`src/rtl/gop_pkg.sv`:
```
// ---------------------------------------------------------------------------
// gop_pkg
// Types and constants shared by the Gram Hadamard product block.
// ---------------------------------------------------------------------------
package gop_pkg;

	localparam int MAX_RANK  = 8;
	localparam int IDX_W     = 3;
	localparam int ADDR_W    = 2 * IDX_W;
	localparam int DEPTH     = MAX_RANK * MAX_RANK;
	localparam int ELEM_W    = 16;
	localparam int ACC_W     = 48;
	localparam int FRAC_BITS = 24;
	localparam int HALF_W    = 24;
	localparam int PROD_W    = 2 * ACC_W;

	localparam logic [ACC_W-1:0] ONE_Q   = ACC_W'(1) << FRAC_BITS;
	localparam logic [ACC_W-1:0] SAT_MAX = {1'b0, {(ACC_W-1){1'b1}}};
	localparam logic [ACC_W-1:0] SAT_MIN = {1'b1, {(ACC_W-1){1'b0}}};

	localparam logic [2:0] REG_RANK = 3'd0;

	typedef struct packed {
		logic signed [15:0] element;
		logic               end_of_matrix;
		logic               end_of_set;
	} elem_t;

	typedef struct packed {
		logic signed [47:0] gram_value;
		logic [2:0]         row_index;
		logic [2:0]         col_index;
		logic               saturated;
		logic               last_of_run;
	} res_t;

	// one closed row, elements past the row end already zero
	typedef struct packed {
		logic [MAX_RANK-1:0][ELEM_W-1:0] vals;
		logic [3:0]                      rank;
		logic                            eom;
		logic                            eos;
	} job_t;

endpackage

```
`src/rtl/gop_queue.sv`:
```
// ---------------------------------------------------------------------------
// gop_queue
// Two-entry job queue between row collection and the arithmetic engine.
// ---------------------------------------------------------------------------
module gop_queue import gop_pkg::*; (
	input  logic clk,
	input  logic arst_n,
	input  logic push,
	input  job_t push_job,
	output logic full,
	input  logic pop,
	output logic q_valid,
	output job_t q_job
);

	job_t       ent_q [2];
	logic       wp_q;
	logic       rp_q;
	logic [1:0] cnt_q;

	assign full    = (cnt_q == 2'd2);
	assign q_valid = (cnt_q != 2'd0);
	assign q_job   = ent_q[rp_q];

	always_ff @(posedge clk) begin
		if (push) begin
			ent_q[wp_q] <= push_job;
		end
	end

	always_ff @(posedge clk or negedge arst_n) begin
		if (!arst_n) begin
			wp_q  <= 1'b0;
			rp_q  <= 1'b0;
			cnt_q <= '0;
		end else begin
			if (push) begin
				wp_q <= ~wp_q;
			end
			if (pop) begin
				rp_q <= ~rp_q;
			end
			cnt_q <= cnt_q + {1'b0, push} - {1'b0, pop};
		end
	end

endmodule

```
`config.mk`:
```
export PLATFORM = sky130hd
export DESIGN_NAME = gop_queue
export DESIGN_NICKNAME = d
export VERILOG_FILES = /design/src/rtl/gop_pkg.sv /design/src/rtl/gop_queue.sv
export SDC_FILE = /design/constraint.sdc
export NUM_CORES = 1
export LEC_CHECK = 0
export BUFFER_PORTS_ARGS = -buffer_cell sky130_fd_sc_hd__buf_2
export CAP_MARGIN = 40
export CELL_PAD_IN_SITES_DETAIL_PLACEMENT = 1
export CELL_PAD_IN_SITES_GLOBAL_PLACEMENT = 2
export CORE_AREA = 2 2 187 189
export DETAILED_ROUTE_END_ITERATION = 7
export DIE_AREA = 0 0 189 191
export PLACE_DENSITY = 0.73
export RECOVER_POWER = 50
export SKIP_CTS_REPAIR_TIMING = 1
export SLEW_MARGIN = 20
export SYNTH_ARGS = -nofsm -noshare
export SYNTH_HDL_FRONTEND = slang
export SYNTH_SLANG_ARGS = --single-unit
```
`constraint.sdc`:
```
create_clock -name clk -period 7.4 [get_ports clk]
set_clock_uncertainty 0.2 [all_clocks]
set_input_delay 1.11 -clock clk [delete_from_list [all_inputs] [get_ports clk]]
set_output_delay 1.11 -clock clk [all_outputs]
set_load 0.005 [all_outputs]
```
### After elaboration in Yosys (flattened, before gate mapping)

Memories as Yosys holds them, arrays and structs flattened.
Cells that the tools add are included.

* register bits after elaboration: 4
* RAM bits: 268
* bits of input ports: 138
* output and inout bits: 136
* logic and storage cells: 12
* memories kept: 1

* add/sub/neg operators: 2
* equal/unequal tests: 1
* multiplexer cells: 2
* bitwise operators: 2
* reductions and logical operators: 1

Memory list
* ent_q: depth 2, width 134, read ports 1, clocked after Yosys merged registers in 0, wr ports 1, line gop_queue.sv:16 `job_t ent_q [2];`

Operators with widths (count)
* $add 2x1->2: 1
* $eq 2x2->1 const B: 1
* $mux 1: 2
* $not 1->1: 2
* $reduce_bool 2->1: 1
* $sub 2x1->2: 1

### Logic depth before layout (Yosys ltp)

* word-level depth: 2
* depth in mapped cells: 5
* gate-level depth less buffers: 5

### Worst setup path after synthesis

No wires, ideal clock.

* path type: input -> register
* from: in push
* to: mem ent_q[0][0] (netlist bit), enable pin
* setup time: 0.645 ns
* arrival: 6.914 ns
* data required time: 6.555 ns
* setup slack: -0.359 ns
* cell stages on the path: 1
* buffers on the path: 0
* cells stage by stage: nor2b_1

* longest elaborated chain between the ends: 2

RTL lines
* from (decl): line gop_queue.sv:8 `input logic push,`
* $mux 1: line gop_queue.sv:26 `if (push) begin`
* $mux 1 (not written as such): line gop_queue.sv:27 `ent_q[wp_q] <= push_job;`
* to (decl): line gop_queue.sv:16

No other way between the ends.

### Worst setup path after layout

* from: in push
* to: mem ent_q[1][38] (netlist bit), enable pin

Same word-level chain as after synthesis.

==> metrics.md <==
| Metric | Value |
|---|---|
| Synth unique cells | 13 |
| Root Buffer | clkbuf_16 |
| Worst r2r src | wp_q |
| DRT antenna net count | 0 |
| DR pass1 iterations | 3 |
| Total GRT Usage | 0.113 |
| RSZ-0062 raised after global routing | no |
| Mux cell area share after synthesis | 0.169 |
| Clock tree buffer depth | 3 |
| Htree depth | 1 |
| Core Region | 34100 µm² |
| DR vias/cell | 4.21 |
| Synth area leaders | edfxtp_1, mux2_2, mux2_4, dfrtp_1, buf_6 |
| Slew @ Worst Pin | 2.90 ns |
| # fillers | 3440 |
| Row cnt | 68 |
| Worst-path maximum fanout | 48 |
| DP HPWL | 14400 µm |
| Worst Setup EP | ent_q[1][38] |
| Clk pin slew, worst setup/hold paths | 0.06 ns |
| DR WL/cell | 17.6 µm |
| Final setup fails | 0 |
| Power density over cell area | 382 nW/µm² |
| DIE AREA | 36100 µm² |
| Area grow syn2layout | 28.6% |
| Fraction of layout cells with a size suffix above 1 | 0.532 |
| Largest net degree at the start of global routing | 112 |
| Worst Setup SP | push |
| Failing checks | max-capacitance violations, max-slew violations |
| Die W | 189 µm |
| Synthesized area per cell | 23.3 µm² |
| Skew-Pair Late Insertion Delay | 0.54 ns |
| Antenna violations before repair | 3 |
| YS warnings | 0 |
| Fin crit share | 0.642 |
| Nature of the critical path endpoint | flip-flop |
| Global-route wire length before repair | 31600 µm |
| Clk sinks | 272 |
| Initial DRC count | 202 |
| Max Freq | 211 MHz |
| Hold WS | 0.212 ns |
| Compound-Gate Fraction of Synth Area | 0 |
| Vias in the first global route | 5589 |
| GRT overflow | 0 |
| Port Buf Inserts | 273 |
| Global placer's final weighted congestion | 0.686 |
| Synth Area in XOR/XNOR | 0.00410 |
| Post-Synth Simple-Gate Area | 0.00249 |
| Synth Instances | 432 |
| Total power draw | 4950 µW |
| Leakage power total | 0.00480 µW |
| Starting Density | 0.295 |
| DR vias | 5096 |
| Min-delay worst type | in -> async |
| DRT Wirelength | 21200 µm |
| Boundary Pins | 274 |
| WS Path Type | in -> reg |
| Slew margin rel. | -0.931 |
| CP arrival | 4.63 ns |
| Tmin final | 4.75 ns |
| Reg2reg end | ent_q[1][38] |
| Register area share after synthesis | 0.810 |
| Synthesis-stage register bit count | 272 |
| Leading area contributor after synthesis | edfxtp_1 |
| Top cell type's share of synthesized area | 0.800 |
| Startpoint types | primary input |
| Main combinational cell family by area after synthesis | multiplexers |
| Status | finished with violations |
| Max Cap Viol | 1 |
| Final #Nets | 870 |
| Worst-path cell chain | clkbuf_1 > and2_0 > clkbuf_1 |
| Final Hold Viols | 0 |
| Slew Limit Fails | 49 |
| Slowest CP cell | clkbuf_1 |
| Max incr delay on CP | 2.12 ns |
| Post-Syn Area | 10100 µm² |
| Die height | 191 µm |
| Syn Nets | 572 |
| Most frequent CP cell | clkbuf_1 |
| DRC viols | 0 |
| Post-Synth Adder-Cell Area | 0.00249 |
| Cts bufs inserted | 31 |
| Max rail drop VDD | 276 µV |
| Critical path required time | 7.29 ns |
| R2R Setup Slk | 3.01 ns |
| Final setup TNS | 0 ns |
| Register-to-Register Path Depth | 2 |
| Clock tree from TritonCTS | built |
-- layout make-up --
type	count	area, µm²	share of cell area
clock buffers	40	850	0.0656
inverters	2	7.51	0.000580
multi-input cells	143	1800	0.139
repair buffers	280	1390	0.107
diodes	1	2.50	0.000193
clock inverters	17	178	0.0137
flip-flops and latches	272	8150	0.630
well taps	455	569	0.0440
-- registers in the layout (all words and copies together), names as in the netlist --
register  count
ent_q       268
rp_q          1
wp_q          1
cnt_q         2
-- logic make-up after synthesis --
| family | count (synthesis) |
|---|---|
| DFF | 272 |
| and+or+nand+nor | 4 |
| xor gates and xnor gates | 3 |
| muxes | 134 |
| buffers and inverters | 17 |
| adders and majority gates | 2 |
-- per-stage QoR --
stage	setup slack [ns]	utilization	cell area, µm²	cells
2_1_floorplan	2.16	-	10100	432
3_3_place_gp	3.52	0.350	11900	1149
3_5_place_dp	3.95	0.352	12000	1152
4_1_cts	3.35	0.382	13000	1209
5_1_grt	2.28	0.379	12900	1210
6_report	2.65	0.379	12900	1210
-- how the worst min path moves through the flow --
stage | slack (ns) | cells after the start | endpoint
6_report | 0.21 | 1 | cnt_q[0]
5_1_grt | 0.19 | 1 | cnt_q[0]
4_1_cts | 0.14 | 1 | cnt_q[0]
3_5_place_dp | 0.34 | 1 | wp_q
3_3_place_gp | 0.33 | 1 | wp_q
2_1_floorplan | 0.27 | 1 | wp_q
-- placed cells by master, fill, tap and decap left out, drive strengths merged, types with 2 or more instances in the layout --
master | synthesis | routed
edfxtp | 268 | 268
dfrtp | 4 | 4
inv | 2 | 3
nor2b | 2 | 2
xor2 | 2 | 2
bufinv | 0 | 3
buf | 15 | 216
mux2 | 134 | 134
clkinvlp | 0 | 4
clkbuf | 0 | 104
ha | 2 | 2
clkinv | 0 | 9
-- where the power goes --
group | internal (µW) | total [µW] | switching, µW
Sequential | 2050 | 2160 | 106
Combinational | 678 | 1290 | 615
Clock | 913 | 1500 | 586
-- metal layers --
metal / wire [µm] / vias up / GRT usage / share of wire
met5: 30 / - / 0 / 0.0014
met3: 1970 / 45 / 0.0461 / 0.093
li1: - / 2324 / - / -
met1: 8210 / 2519 / 0.130 / 0.39
met4: 671 / 4 / 0.0361 / 0.032
met2: 10400 / 204 / 0.193 / 0.49
-- critical path: cells and delay by family --
kind,cells,cell delay [ns]
and+or+nand+nor,1,1.15
buffers and inverters,2,2.31
-- cells in the mapped netlist --
cell      number
edfxtp_1     268
mux2_2        84
mux2_4        50
buf_2          8
buf_6          7
dfrtp_1        4
ha_1           2
inv_1          2
nor2b_1        2
xor2_1         2
and2_1         1
or2_2          1
xor3_1         1
Power figures use the tool's default switching activity.
