<file path="src/rtl/gop_pkg.sv">
// ---------------------------------------------------------------------------
// gop_pkg
// Types and constants shared by the Gram Hadamard product block.
// ---------------------------------------------------------------------------
package gop_pkg;

	localparam int MAX_RANK  = 8;
	localparam int IDX_W     = 3;
	localparam int ADDR_W    = 2 * IDX_W;
	localparam int DEPTH     = MAX_RANK * MAX_RANK;
	localparam int ELEM_W    = 16;
	localparam int ACC_W     = 48;
	localparam int FRAC_BITS = 24;
	localparam int HALF_W    = 24;
	localparam int PROD_W    = 2 * ACC_W;

	localparam logic [ACC_W-1:0] ONE_Q   = ACC_W'(1) << FRAC_BITS;
	localparam logic [ACC_W-1:0] SAT_MAX = {1'b0, {(ACC_W-1){1'b1}}};
	localparam logic [ACC_W-1:0] SAT_MIN = {1'b1, {(ACC_W-1){1'b0}}};

	localparam logic [2:0] REG_RANK = 3'd0;

	typedef struct packed {
		logic signed [15:0] element;
		logic               end_of_matrix;
		logic               end_of_set;
	} elem_t;

	typedef struct packed {
		logic signed [47:0] gram_value;
		logic [2:0]         row_index;
		logic [2:0]         col_index;
		logic               saturated;
		logic               last_of_run;
	} res_t;

	// one closed row, elements past the row end already zero
	typedef struct packed {
		logic [MAX_RANK-1:0][ELEM_W-1:0] vals;
		logic [3:0]                      rank;
		logic                            eom;
		logic                            eos;
	} job_t;

endpackage

</file>
<file path="src/rtl/gop_front.sv">
// ---------------------------------------------------------------------------
// gop_front
// Collects elements into rows and issues one job per closed row.
// ---------------------------------------------------------------------------
module gop_front import gop_pkg::*; (
	input  logic       clk,
	input  logic       arst_n,
	input  logic [3:0] rank_cfg,
	input  logic       elem_valid,
	output logic       elem_stall,
	input  elem_t      elem_data,
	input  logic       q_full,
	output logic       push,
	output job_t       push_job
);

	logic [MAX_RANK-1:0][ELEM_W-1:0] row_q;
	logic [IDX_W-1:0]                col_q;
	logic [3:0]                      rank_eff;
	logic                            accept;
	logic                            eom;
	logic                            close;

	always_comb begin
		if (rank_cfg == 4'd0) begin
			rank_eff = 4'd1;
		end else if (rank_cfg > 4'(MAX_RANK)) begin
			rank_eff = 4'(MAX_RANK);
		end else begin
			rank_eff = rank_cfg;
		end
	end

	assign elem_stall = q_full;
	assign accept     = elem_valid && !q_full;
	assign eom        = elem_data.end_of_matrix || elem_data.end_of_set;
	assign close      = ({1'b0, col_q} + 4'd1 >= rank_eff) || eom;
	assign push       = accept && close;

	always_comb begin
		for (int k = 0; k < MAX_RANK; k++) begin
			if (k == int'(col_q)) begin
				push_job.vals[k] = elem_data.element;
			end else if (k < int'(col_q)) begin
				push_job.vals[k] = row_q[k];
			end else begin
				push_job.vals[k] = '0;
			end
		end
		push_job.rank = rank_eff;
		push_job.eom  = eom;
		push_job.eos  = elem_data.end_of_set;
	end

	always_ff @(posedge clk) begin
		if (accept) begin
			row_q[col_q] <= elem_data.element;
		end
	end

	always_ff @(posedge clk or negedge arst_n) begin
		if (!arst_n) begin
			col_q <= '0;
		end else if (accept) begin
			col_q <= close ? '0 : col_q + 3'd1;
		end
	end

endmodule

</file>
<file path="config.mk">
export PLATFORM = sky130hd
export DESIGN_NAME = gop_front
export DESIGN_NICKNAME = d
export VERILOG_FILES = /design/src/rtl/gop_pkg.sv /design/src/rtl/gop_front.sv
export SDC_FILE = /design/constraint.sdc
export NUM_CORES = 1
export LEC_CHECK = 0
export BUFFER_PORTS_ARGS = -buffer_cell sky130_fd_sc_hd__buf_2
export CORE_ASPECT_RATIO = 0.6
export CORE_MARGIN = 4
export CORE_UTILIZATION = 35
export DETAILED_ROUTE_END_ITERATION = 7
export GPL_ROUTABILITY_DRIVEN = 0
export HOLD_SLACK_MARGIN = 0.05
export SYNTH_ARGS = -nofsm -noshare
export SYNTH_HDL_FRONTEND = slang
export SYNTH_SLANG_ARGS = --single-unit
</file>
<file path="constraint.sdc">
create_clock -name clk -period 2.6 [get_ports clk]
set_input_delay 0.26 -clock clk [delete_from_list [all_inputs] [get_ports clk]]
set_output_delay 0.26 -clock clk [all_outputs]
set_load 0.05 [all_outputs]
</file>
; After elaboration in Yosys (flattened, before gate mapping)
; Index checks and enable logic that the tools add are counted.
[totals]
ff_bits = 131
input_bits = 26
[classes]
add_sub_neg = 2
n_lt_le_gt_ge = 11
reduce_logical = 8
n_eq_ne = 7
muxes = 21
[op_table]
columns = cell, n
row1 = $mux 16, 16
row2 = $bwmux 128, 1
row3 = $demux 16 s3, 1
row4 = $eq 3x3->1 const A, 4
row5 = $lt 3x3->1 const A, 3
row6 = $mux 4, 2
row7 = $eq 2x3->1 const A, 2
row8 = $lt 1x3->1 const A, 2
row9 = $lt 2x3->1 const A, 2
row10 = $add 3x1->4 const B, 1
row11 = $ge 4x4->1, 1
row12 = $gt 4x4->1 const B, 1
row13 = $logic_not 4->1, 1
row14 = $lt 3x4->1 const B, 1
row15 = $add 3x1->3 const B, 1
row16 = $eq 1x3->1 const A, 1
row17 = $ge 3x1->1 const B, 1
row18 = $logic_and 1x1->1, 3
row19 = $logic_not 3->1, 1
row20 = $mux 3, 1
row21 = $logic_or 1x1->1, 2
row22 = $logic_not 1->1, 1

; Logic depth before layout (Yosys ltp)
[depth]
word_depth = 6
ltp_mapped = 8

; Worst setup path before layout
; OpenSTA, ideal clock, no wires.
[synth_timing]
path_kind = reg2reg
start = reg, netlist name col_q[1]
end = reg row_q[100] in the netlist's numbering, enable pin
path_slack_ns = -0.094
t_required_ns = 2.170
synth_period_minus_slack_ns = 2.694
setup_time_ns = 0.430
path_stages_with_launch = 3
n_path_buf = 0
t_arrival_ns = 2.264
cell_sequence = dfrtp_1 inv_2 nor4_1
[synth_lines]
columns = element, line_no
row1 = end signal: indexed assignment, gop_front.sv:57  ; row_q[col_q] <= elem_data.element;
row2 = end: declaration, gop_front.sv:17  ; logic [MAX_RANK-1:0][ELEM_W-1:0] row_q;

; Worst setup path in the final report
[layout_timing]
start = reg col_q[0]
end = reg col_q[2]
[layout_via]
elab_chain_len = 4
word_cells_on_any_way = 5
cone_classes = add/sub: 2 / order compare: 1 / mux: 1 / reduce/logical: 1
[layout_lines]
columns = element, line_no
row1 = start: declaration, gop_front.sv:18  ; logic [IDX_W-1:0] col_q;
row2 = start signal: assignment, gop_front.sv:65  ; col_q <= close ? '0 : col_q + 3'd1;
row3 = $add 3x1->4, gop_front.sv:37  ; assign close = ({1'b0, col_q} + 4'd1 >= rank_eff) || eom;
row4 = $ge 4x4->1, gop_front.sv:37
row5 = $logic_or 1x1->1, gop_front.sv:37
row6 = $mux 3 *, gop_front.sv:65
; Every way passes the cells marked *; elsewhere a longest branch is shown, timed or not.
; A chain may end at the register's enable or synchronous reset.

==> reports/qor.yml <==
clock_tree:
  cts_tree: "built"
  cts-root-buf: "clkbuf_16"
  insertion_delay_ns: 0.40
  htreeDepth: 4
  clockBufferDepth: 2
  path_clk_slew_ns: 0.05
  cts_buffers: 17
  cts.sinks: 115
drt:
  via_per_inst: 5.132
  drt_iter0_drc: 256
  wirelength_mm: 15.56
  drcViolationCount: 0
  drtPass1Iterations: 4
  vias: 3736
  wl_per_cell_um: 21.37
  drtAntennaViolNets: 0
worst_setup_path:
  cp.required_ns: 2.88
  critPathMaxFanout: 2
  worstSetupStartpointType: "register"
  crit_top_cell: "buf_4"
  reg2reg_from: "col_q[0]"
  slowest_delay_ns: 0.40
  arrival_ns: 2.91
  end_kind: "register"
  critical_path.cell_chain: "ha_2, ha_4, inv_1, ha_2, a2111oi_4, o21ai_2, buf_4, buf_4, buf_4, buf_4, buf_4, o31ai_1"
  critPathLaunch: "col_q[0]"
  path_class: "reg -> reg"
  crit_slowest_cell: "dfrtp_1"
die:
  start_util: 0.3563
  io_pins: 162
  die_w_um: 164.7
  core_um2: 14460
  die_h_um: 102.0
  die_area_um2: 16790
  rows: 34
timing:
  slew_headroom: 0.5371
  tightest_slew_ns: 0.6943
  finClkSkew_ns: 0.004851
  fin_crit_sh: 1.012
  layout_min_cycle_time_ns: 2.632
  setup_ws_ns: -0.03212
  setup_viol: 2
  fmax_mhz: 379.9
  drv_slew: 0
  fin_tns_setup_ns: -0.03400
  timing_hold_violations_final: 0
  grt_setup_unrepaired: "yes"
  holdWs_ns: 0.1493
global_route:
  grt_overflow: 0
  grt_usage: 0.1844
  grt_pass1_vias: 3720
  grt_antenna_before_repair: 0
  grt_start_max_net_pins: 18
  grt_pass1_wl_mm: 22.89
placement:
  portBuffers: 161
  dpl.cell_count: 688
  hpwl_mm: 10.31
finish:
  n_fill_cell: 1277
  num-nets-final: 554
  finalNonFillerCells: 728
  finish.utilization: 0.4840
  synthToLayoutAreaGrowth_pct: 35.83
  n_antenna_cell: 0
  final_common_cell: "buf_2"
  layout_common_cells: "buf_2 (152), edfxtp_1 (112), a22o_1 (95), buf_4 (30)"
  drive_gt1_frac: 0.4849
status:
  violations: "setup timing"
  status: "complete, but fails checks"
synth:
  synthTopCellsByArea: "edfxtp_1 (65%), a22o_1 (16%), mux2_2 (2.6%)"
  yosysTopAreaCellShare: 0.6526
  synth_top_cell_by_area: "edfxtp_1"
  synth_cell_types: 36
  syn_nets: 369
  syn_avg_cell_area_um2: 15.48
  syn_area_um2: 5154
  syn_inst: 333
  synth-seq-cells: 115
  yosysSeqAreaShare: 0.6672
  yosysWarnings: 0
power:
  ir_drop_uv: 393.1
  total_power_mw: 4.902
  power.density_nw_per_um2: 700.3
  p_leak_nw: 2.943
worst_hold_path:
  worstHoldStart: "elem_valid"
  hold_class: "in -> reg"
flow_run:
  cap_violations: 0
per-stage QoR:
step / area [um2] / setup WS [ns]
after CTS: 6909 / -0.03975
final: 7000 / -0.03212
after floorplan: 5169 / 0.2405
after detailed placement: 6276 / 0.1521
after global routing: 7000 / -0.09081
after global placement: 6276 / 0.2727
worst max-delay path: cells and delay by family, from the launching register on:
kind	cells	cell delay, ns
buf+inv	6	0.69
flops	1	0.40
compound gates	3	0.76
fa+ha+maj	3	0.66
worst paths after layout:
| check | to | slack, ns | cells past startpoint |
|---|---|---|---|
| worst max-delay path | col_q[2] | -0.03 | 12 |
| worst min-delay path | col_q[0] | 0.15 | 3 |
| worst max register to register | col_q[2] | -0.03 | 12 |
| worst min register to register | col_q[1] | 0.73 | 3 |
| max in group asynchronous | col_q[2] | 2.28 | 2 |
| min in group asynchronous | col_q[0] | 0.19 | 2 |
area by class of cell:
cell class | count | area, um2 | share of cell area
flip-flops and latches | 115 | 3440 | 0.4913
well taps | 198 | 247.7 | 0.03539
clock inverters | 14 | 121.4 | 0.01734
multi-input cells | 182 | 1642 | 0.2345
repair buffers | 193 | 1086 | 0.1551
clock buffers | 17 | 425.4 | 0.06077
inverters | 9 | 38.79 | 0.005541
synthesized netlist by cell type, drive strengths merged:
cell	number
a2111oi	1
a211oi	1
a22o	95
and2	18
and3	1
buf	19
clkbuf	8
dfrtp	3
edfxtp	112
ha	10
inv	9
mux2	16
nand2	9
nand2b	2
nand3	1
nor2	8
nor2b	4
nor3	3
nor3b	1
nor4	2
o2111ai	1
o211ai	1
o21ai	4
o31ai	3
or2	1
flip-flops by register name (all words and copies together), names as in the netlist:
name   cells
col_q      3
row_q    112
logic make-up (layout without fill, tap and decap cells):
logic type | count (synthesis) | in the layout | synth area share
adder cells (fa/ha/maj) | 10 | 10 | 0.02428
AND/OR/NAND/NOR | 50 | 50 | 0.05365
multiplexers | 16 | 16 | 0.03496
AO/OA/AOI/OAI | 106 | 106 | 0.1831
flip-flops | 115 | 115 | 0.6672
buffers and inverters | 36 | 233 | 0.03690
per-layer routing:
layer  share of wire  vias up  routed length, um  GRT usage
met4          0.0048        0                 74    0.05304
li1                -     1707                  -          -
met1            0.48     1878               7415     0.2759
met5               0        -                  0          0
met3           0.096        7               1501    0.06610
met2            0.42      144               6566     0.2510
power by group:
group	total, mW	internal (mW)	leakage (nW)	switching [mW]
Combinational	0.667	0.180	1.63	0.487
Clock	2.16	1.38	0.262	0.788
Sequential	2.07	2.07	1.05	0.00715
Total	4.90	3.62	2.94	1.28
repair_timing:
item,4_1_cts,5_1_grt
cloned,0,0
pin swaps,0,3
resized for setup,7,21
hold buffers,1,0
hold endpoints to repair,3,0
endpoints found under the setup margin,18,50
buffers inserted,5,3
Note: power is estimated with default switching activity, not from simulation.
